===== src/rtl/bsi_pkg.sv =====
package bsi_pkg;

    localparam int NUM_REG_DIMS = 4;
    localparam int DIM_W        = 16;
    localparam int IDX_W        = 32;
    localparam int CNT_W        = IDX_W + 1;
    localparam int CFG_IDX_W    = 4;

    localparam logic [CNT_W-1:0] COUNT_CAP = {1'b1, {IDX_W{1'b0}}};

    // One transaction in flight: partial remainder, dividend/quotient, source sum, flags.
    typedef struct packed {
        logic [DIM_W-1:0] rem;
        logic [IDX_W-1:0] num;
        logic [IDX_W-1:0] acc;
        logic             incompat;
        logic             oor;
    } item_t;

    // Product that saturates at 2^32; a saturated value times zero is zero.
    function automatic logic [CNT_W-1:0] sat_mul(input logic [CNT_W-1:0] a,
                                                 input logic [DIM_W-1:0] d);
        logic [IDX_W+DIM_W-1:0] p;
        logic [CNT_W-1:0]       r;
        p = a[IDX_W-1:0] * d;
        if (d == '0)
        begin
            r = '0;
        end
        else if (a[IDX_W])
        begin
            r = COUNT_CAP;
        end
        else if (p > {{(DIM_W-1){1'b0}}, COUNT_CAP})
        begin
            r = COUNT_CAP;
        end
        else
        begin
            r = p[CNT_W-1:0];
        end
        return r;
    endfunction

endpackage


===== src/rtl/bsi_axis.sv =====
module bsi_axis (
    input  logic                        clk,
    input  logic                        rst_n,
    input  logic                        adv,
    input  logic                        in_vld,
    input  bsi_pkg::item_t              in_item,
    input  logic [bsi_pkg::DIM_W-1:0]   bdim,
    input  logic                        sone,
    input  logic [bsi_pkg::IDX_W-1:0]   stride,
    output logic                        out_vld,
    output bsi_pkg::item_t              out_item
);
    import bsi_pkg::*;

    localparam int NDIV = IDX_W;

    logic  [NDIV-1:0]       div_vld_reg;
    item_t                  div_reg [NDIV];
    item_t                  div_next [NDIV];
    logic                   mul_vld_reg;
    item_t                  mul_reg;
    item_t                  mul_next;
    logic  [IDX_W-1:0]      prod_reg;
    logic                   acc_vld_reg;
    item_t                  acc_reg;
    item_t                  acc_next;
    logic  [IDX_W+DIM_W-1:0] prod_full;

    // One restoring division step per stage: quotient bits shift in at the bottom.
    genvar k;
    generate
        for (k = 0; k < NDIV; k++)
        begin : g_step
            item_t          src;
            logic [DIM_W:0] trial;
            if (k == 0)
            begin : g_first
                assign src = in_item;
            end
            else
            begin : g_rest
                assign src = div_reg[k-1];
            end
            assign trial = {src.rem, src.num[IDX_W-1]};
            always_comb
            begin
                div_next[k] = src;
                if (trial >= {1'b0, bdim})
                begin
                    div_next[k].rem = DIM_W'(trial - {1'b0, bdim});
                    div_next[k].num = {src.num[IDX_W-2:0], 1'b1};
                end
                else
                begin
                    div_next[k].rem = trial[DIM_W-1:0];
                    div_next[k].num = {src.num[IDX_W-2:0], 1'b0};
                end
            end
            always_ff @(posedge clk)
            begin
                if (adv)
                begin
                    div_reg[k] <= div_next[k];
                end
            end
        end
    endgenerate

    assign prod_full = (sone ? {DIM_W{1'b0}} : div_reg[NDIV-1].rem) * stride;

    always_comb
    begin
        mul_next     = div_reg[NDIV-1];
        mul_next.rem = '0;
        acc_next     = mul_reg;
        acc_next.acc = mul_reg.acc + prod_reg;
    end

    always_ff @(posedge clk or negedge rst_n)
    begin
        if (!rst_n)
        begin
            div_vld_reg <= '0;
            mul_vld_reg <= 1'b0;
            acc_vld_reg <= 1'b0;
        end
        else if (adv)
        begin
            div_vld_reg <= {div_vld_reg[NDIV-2:0], in_vld};
            mul_vld_reg <= div_vld_reg[NDIV-1];
            acc_vld_reg <= mul_vld_reg;
        end
    end

    always_ff @(posedge clk)
    begin
        if (adv)
        begin
            mul_reg  <= mul_next;
            prod_reg <= prod_full[IDX_W-1:0];
            acc_reg  <= acc_next;
        end
    end

    assign out_vld  = acc_vld_reg;
    assign out_item = acc_reg;

endmodule


===== config.mk =====
export PLATFORM = sky130hd
export DESIGN_NAME = bsi_axis
export DESIGN_NICKNAME = d
export VERILOG_FILES = /design/src/rtl/bsi_pkg.sv /design/src/rtl/bsi_axis.sv
export SDC_FILE = /design/constraint.sdc
export NUM_CORES = 2
export LEC_CHECK = 0
export ABC_AREA = 1
export BUFFER_PORTS_ARGS = -buffer_cell sky130_fd_sc_hd__buf_2
export CORE_MARGIN = 4
export CORE_UTILIZATION = 66
export DETAILED_ROUTE_END_ITERATION = 8
export HOLD_SLACK_MARGIN = 0.1
export PLACE_DENSITY_LB_ADDON = 0.2
export SYNTH_ARGS = -nofsm -noshare
export SYNTH_HDL_FRONTEND = slang
export SYNTH_SLANG_ARGS = --single-unit

===== constraint.sdc =====
create_clock -name clk -period 15.4 [get_ports clk]
set_clock_uncertainty 0.05 [all_clocks]
set_input_delay 3.08 -clock clk [delete_from_list [all_inputs] [get_ports clk]]
set_output_delay 3.08 -clock clk [all_outputs]
set_load 0.01 [all_outputs]

==> results.md <==
- In this run the horizontal extent of the chip is 450 um.
- At the worst endpoint, the arrival time is 9.78 ns.
- The region available for standard cell placement spans a little under 0.2 sq mm.
- The area added between synthesis and finish is 9.93%.
- TritonCTS built the clock tree.
- The synthesized netlist cell count is 9,976.
- The type of the most critical hold path is reg2reg.
- In the layout the commonest cells are sky130_fd_sc_hd__edfxtp_1 (2,788), sky130_fd_sc_hd__nand2_1 (2,064), sky130_fd_sc_hd__inv_1 (942).
- For this run, design rule violations remaining after detail routing come to 0.
- Entering global routing, the biggest net connects 201 pins.
- Wires add up to between 200,000 and 300,000 um.
- By area the synthesized netlist is led by sky130_fd_sc_hd__edfxtp_1 (65%), sky130_fd_sc_hd__nand2_1 (6.0%), sky130_fd_sc_hd__ha_1 (5.9%).
- The number of storage elements in the synthesis netlist is roughly 2,800.
- Multiplexer cells account for 0.0174% of the synthesized area.
- The number of detailed-routing iterations run before antenna repair is 9.
- In this run the core area contains 162 standard-cell rows.
- Once the clock tree was built, the setup fixing pass inserted 0 buffers.
- Dividing the final minimum period by the clock period gives 59.9%.
- Port buffering added 201 buffers.
- The busiest layer in global routing is met2.
- The root cell of the clock tree is sky130_fd_sc_hd__clkbuf_16.
- The number of clock sinks is around 2,800.
- The highest fanout seen on the critical path is 24.
- The final-report setup violation count is 0.
- For this run, the number of Yosys warnings is 0.
- Of the total synthesized cell area, the portion taken by XOR and XNOR cells is 3.04%.
- The number of enable-type register cells in the synthesized netlist is ~2,800.
- Setup repair after global routing left no endpoint under its margin.
- In this run the biggest area consumer among cell types represents roughly two thirds of the synthesized area.
- Summing the areas of all compound-gate instances in the mapped netlist gives 4.96% of the synthesized area.
- STA classifies the critical path startpoint as an input pin.
- VDD sags by at most 0.481 mV.
- Internal power comes to 20.1 mW.
- Counting flops with an async set or reset pin after synthesis yields a share of under 10%.
- Of the total power, the share spent switching nets is 41.1%.
- The slew at the pin with the worst max-slew slack is 1.32 ns.
- The post-CTS resize count is 0.
- The analysis attributes to net switching a power of 14.1 mW.
- The final weighted congestion in routability-driven placement is 0.931.
- In this run the power density over the cells is 241 mW/mm^2.
- The total congestion overflow after global routing is 0.
- The DRC marker count from the first detailed-route iteration is 7,607.
- The main flop type after synthesis is sky130_fd_sc_hd__edfxtp_1.
- The register with the most flip-flops in the layout has 2,624 of them.
- The later pin in the worst-skew pair is clocked with a latency of 0.93 ns.
- The biggest area contributor in the post-synthesis netlist is sky130_fd_sc_hd__edfxtp_1.
- The worst path needs just over 9 ns of the cycle, external delays included.
- The largest family of logic cells by synthesized area is simple AND/OR/NAND/NOR gates.
- The initial antenna violation count came to 6.
- The wire length of the first global-routing pass is 453,000 um.
- Yosys mapped the design onto 59 distinct sky130hd cell types.
- The count of max-cap constraint violations is 0.
- Final hold analysis gives a worst-case slack of around 0.34 ns.
- Per report_power, the sequential group accounts for 33.0% of the total.
- For the final routed database, the setup TNS stands at 0 ns.
- In the global route stage, overall resource usage came out at around 29%.
- In this run the static leakage power is roughly 57 nW.
- For this design the top-level I/O count stands at 218.
- The per-cell routed wire length is 22.3 um.
- The H-tree depth reported by CTS is 5.
- The average instance in the mapped netlist occupies roughly 13 sq um.
- The number of pins with negative max-slew slack in the final report is 0.
- TritonCTS created 291 clock buffers.
- The post-route netlist has 7.97% of its cells at a drive strength greater than 1.
- The met2 capacity usage during global routing is 50.4%.
- The vertical die dimension is 450 um.
- The cell area that synthesis handed to floorplanning was between 0.1 and 0.15 sq mm.
- The share of total power in the clock network is 20.1%.
- After detailed routing, the number of vias per cell comes to 5.88.
- Hold repair after CTS inserted 0 buffers.
- The number of hold violations in the final report was 0.
- Static timing analysis puts the maximum clock frequency at 108 MHz.
- Across all layers, the routed design uses 77,500 vias.
- In the global route stage, met1 resource usage came out at 36.5%.
- Once the floorplan was initialized, standard cells occupied about 66% of the core.
- The floorplan step defined a die boundary enclosing roughly 0.20 sq mm.
- The critical path class is in2reg.
- Measured against its own limit, the worst slew margin works out to 11.5%.
- STA puts the critical path data required time at 15.96 ns.
- Counting along the longest clock path gives a buffer depth of 4.
- The via count of the first global-routing pass is 78,700.
- The most common library cell in the layout ignoring fill and taps is sky130_fd_sc_hd__edfxtp_1.
- Clock-pin slew was measured on the worst setup and hold paths at 0.06 ns.
- The sequential cell area fraction in the yosys report is 65.5%.
- The net total in the final layout is 11,400.
- Summing the areas of all fa, ha and maj instances in the mapped netlist gives 11.1% of the synthesized area.
- The fraction of met3 tracks used by global routing is 4.22%.
- The run finished with clean final reports.
- The detail route stage leaves a number of antenna-violating nets equal to 0.
- The wire-length estimate of the detail-placed layout is 183,000 um.
- The kind of end point of the critical path is a flop.
- The area fraction in and, or, nand and nor cells after synthesis is 11.7%.
- The share of total power in combinational logic is a little under half.
per-layer routing:
metal  wire length (um)  part of all wire (%)  vias to the layer above
li1                   -                     -                    35700
met1             111000                    38                    37300
met2             149000                    51                     3476
met3              18800                   6.4                     1035
met4              15400                   5.2                        8
met5                 64                 0.022                        -
logic make-up (layout without fill, tap and decap cells):
kind of cell | count (synthesis) | in the layout
AOI/OAI and AO/OA | 1085 | 1085
xor gates and xnor gates | 448 | 448
adders and majority gates | 945 | 945
buffers and inverters | 1146 | 1706
DFF | 2822 | 2822
muxes | 2 | 2
other | 1 | 20
and+or+nand+nor | 3527 | 3527
synth_stat cells (all sizes together), types with 88 or more instances:
cell type / instances
a21oi: 436
a21o: 88
fa: 337
inv: 951
xnor2: 141
o21ai: 346
nor2: 587
nand3: 535
edfxtp: 2788
ha: 608
buf: 115
xor2: 307
nor3: 110
nand2: 2125
per-stage QoR:
step           worst slack (ns)  utilization (%)  area, sq um  power (mW)  std cells
3_3_place_gp               5.47             68.2       133000        27.0      12700
4_1_cts                    6.33             72.9       142000        34.3      13200
5_1_grt                    5.86             72.9       142000        36.8      13200
2_1_floorplan              6.61                -       129000        22.6       9991
3_5_place_dp               5.39             68.2       133000        27.2      12700
6_report                   6.18             72.9       142000        34.2      13200
power by group through the flow:
stage / clock network [mW] / registers, mW / logic (mW)
CTS: 7.01 / 11.3 / 16.0
global placement: 0 / 11.3 / 15.7
finish: 6.88 / 11.3 / 16.1
global route: 7.36 / 11.4 / 18.1
detailed placement: 0 / 11.4 / 15.8
floorplan: 0 / 11.0 / 11.5
worst paths after layout:
check	startpoint	end	slack (ns)	cells after the start
max	sone	prod_reg[22]	6.18	25
min	div_reg[0][587]	div_reg[0][669]	0.34	0
max reg2reg	div_reg[1][1303]	prod_reg[22]	8.24	24
min reg2reg	div_reg[0][587]	div_reg[0][669]	0.34	0
max in group asynchronous	rst_n	div_vld_reg[0]	12.68	1
min in group asynchronous	rst_n	div_vld_reg[16]	2.15	1
worst max-delay path, cell delays in order:
cell and delay (ns):
sky130_fd_sc_hd__buf_2 0.13, sky130_fd_sc_hd__inv_2 0.32, sky130_fd_sc_hd__nand2_1 0.17, sky130_fd_sc_hd__inv_1 0.73
sky130_fd_sc_hd__nand2_1 0.18, sky130_fd_sc_hd__fa_1 0.58, sky130_fd_sc_hd__inv_1 0.05, sky130_fd_sc_hd__fa_1 0.50
sky130_fd_sc_hd__inv_1 0.05, sky130_fd_sc_hd__fa_1 0.49, sky130_fd_sc_hd__inv_1 0.06, sky130_fd_sc_hd__fa_1 0.52
sky130_fd_sc_hd__fa_1 0.55, sky130_fd_sc_hd__inv_1 0.05, sky130_fd_sc_hd__fa_1 0.52, sky130_fd_sc_hd__inv_1 0.04
sky130_fd_sc_hd__ha_1 0.37, sky130_fd_sc_hd__nand2_1 0.13, sky130_fd_sc_hd__nor2_1 0.17, sky130_fd_sc_hd__inv_1 0.07
sky130_fd_sc_hd__nor3_1 0.22, sky130_fd_sc_hd__a21oi_1 0.17, sky130_fd_sc_hd__o21ai_0 0.32, sky130_fd_sc_hd__a21oi_1 0.14
sky130_fd_sc_hd__xnor2_1 0.15
cell type report:
cell class / count / area [sq um]
Antenna cell: 4 / 10.0
Timing Repair Buffer: 270 / 1620
Multi-Input combinational cell: 6023 / 39800
Fill cell: 12500 / 52800
Inverter: 954 / 3580
Tap cell: 2624 / 3280
Clock buffer: 340 / 7610
Sequential cell: 2822 / 84600
Clock inverter: 142 / 1460
Power figures use the tool's default switching activity.
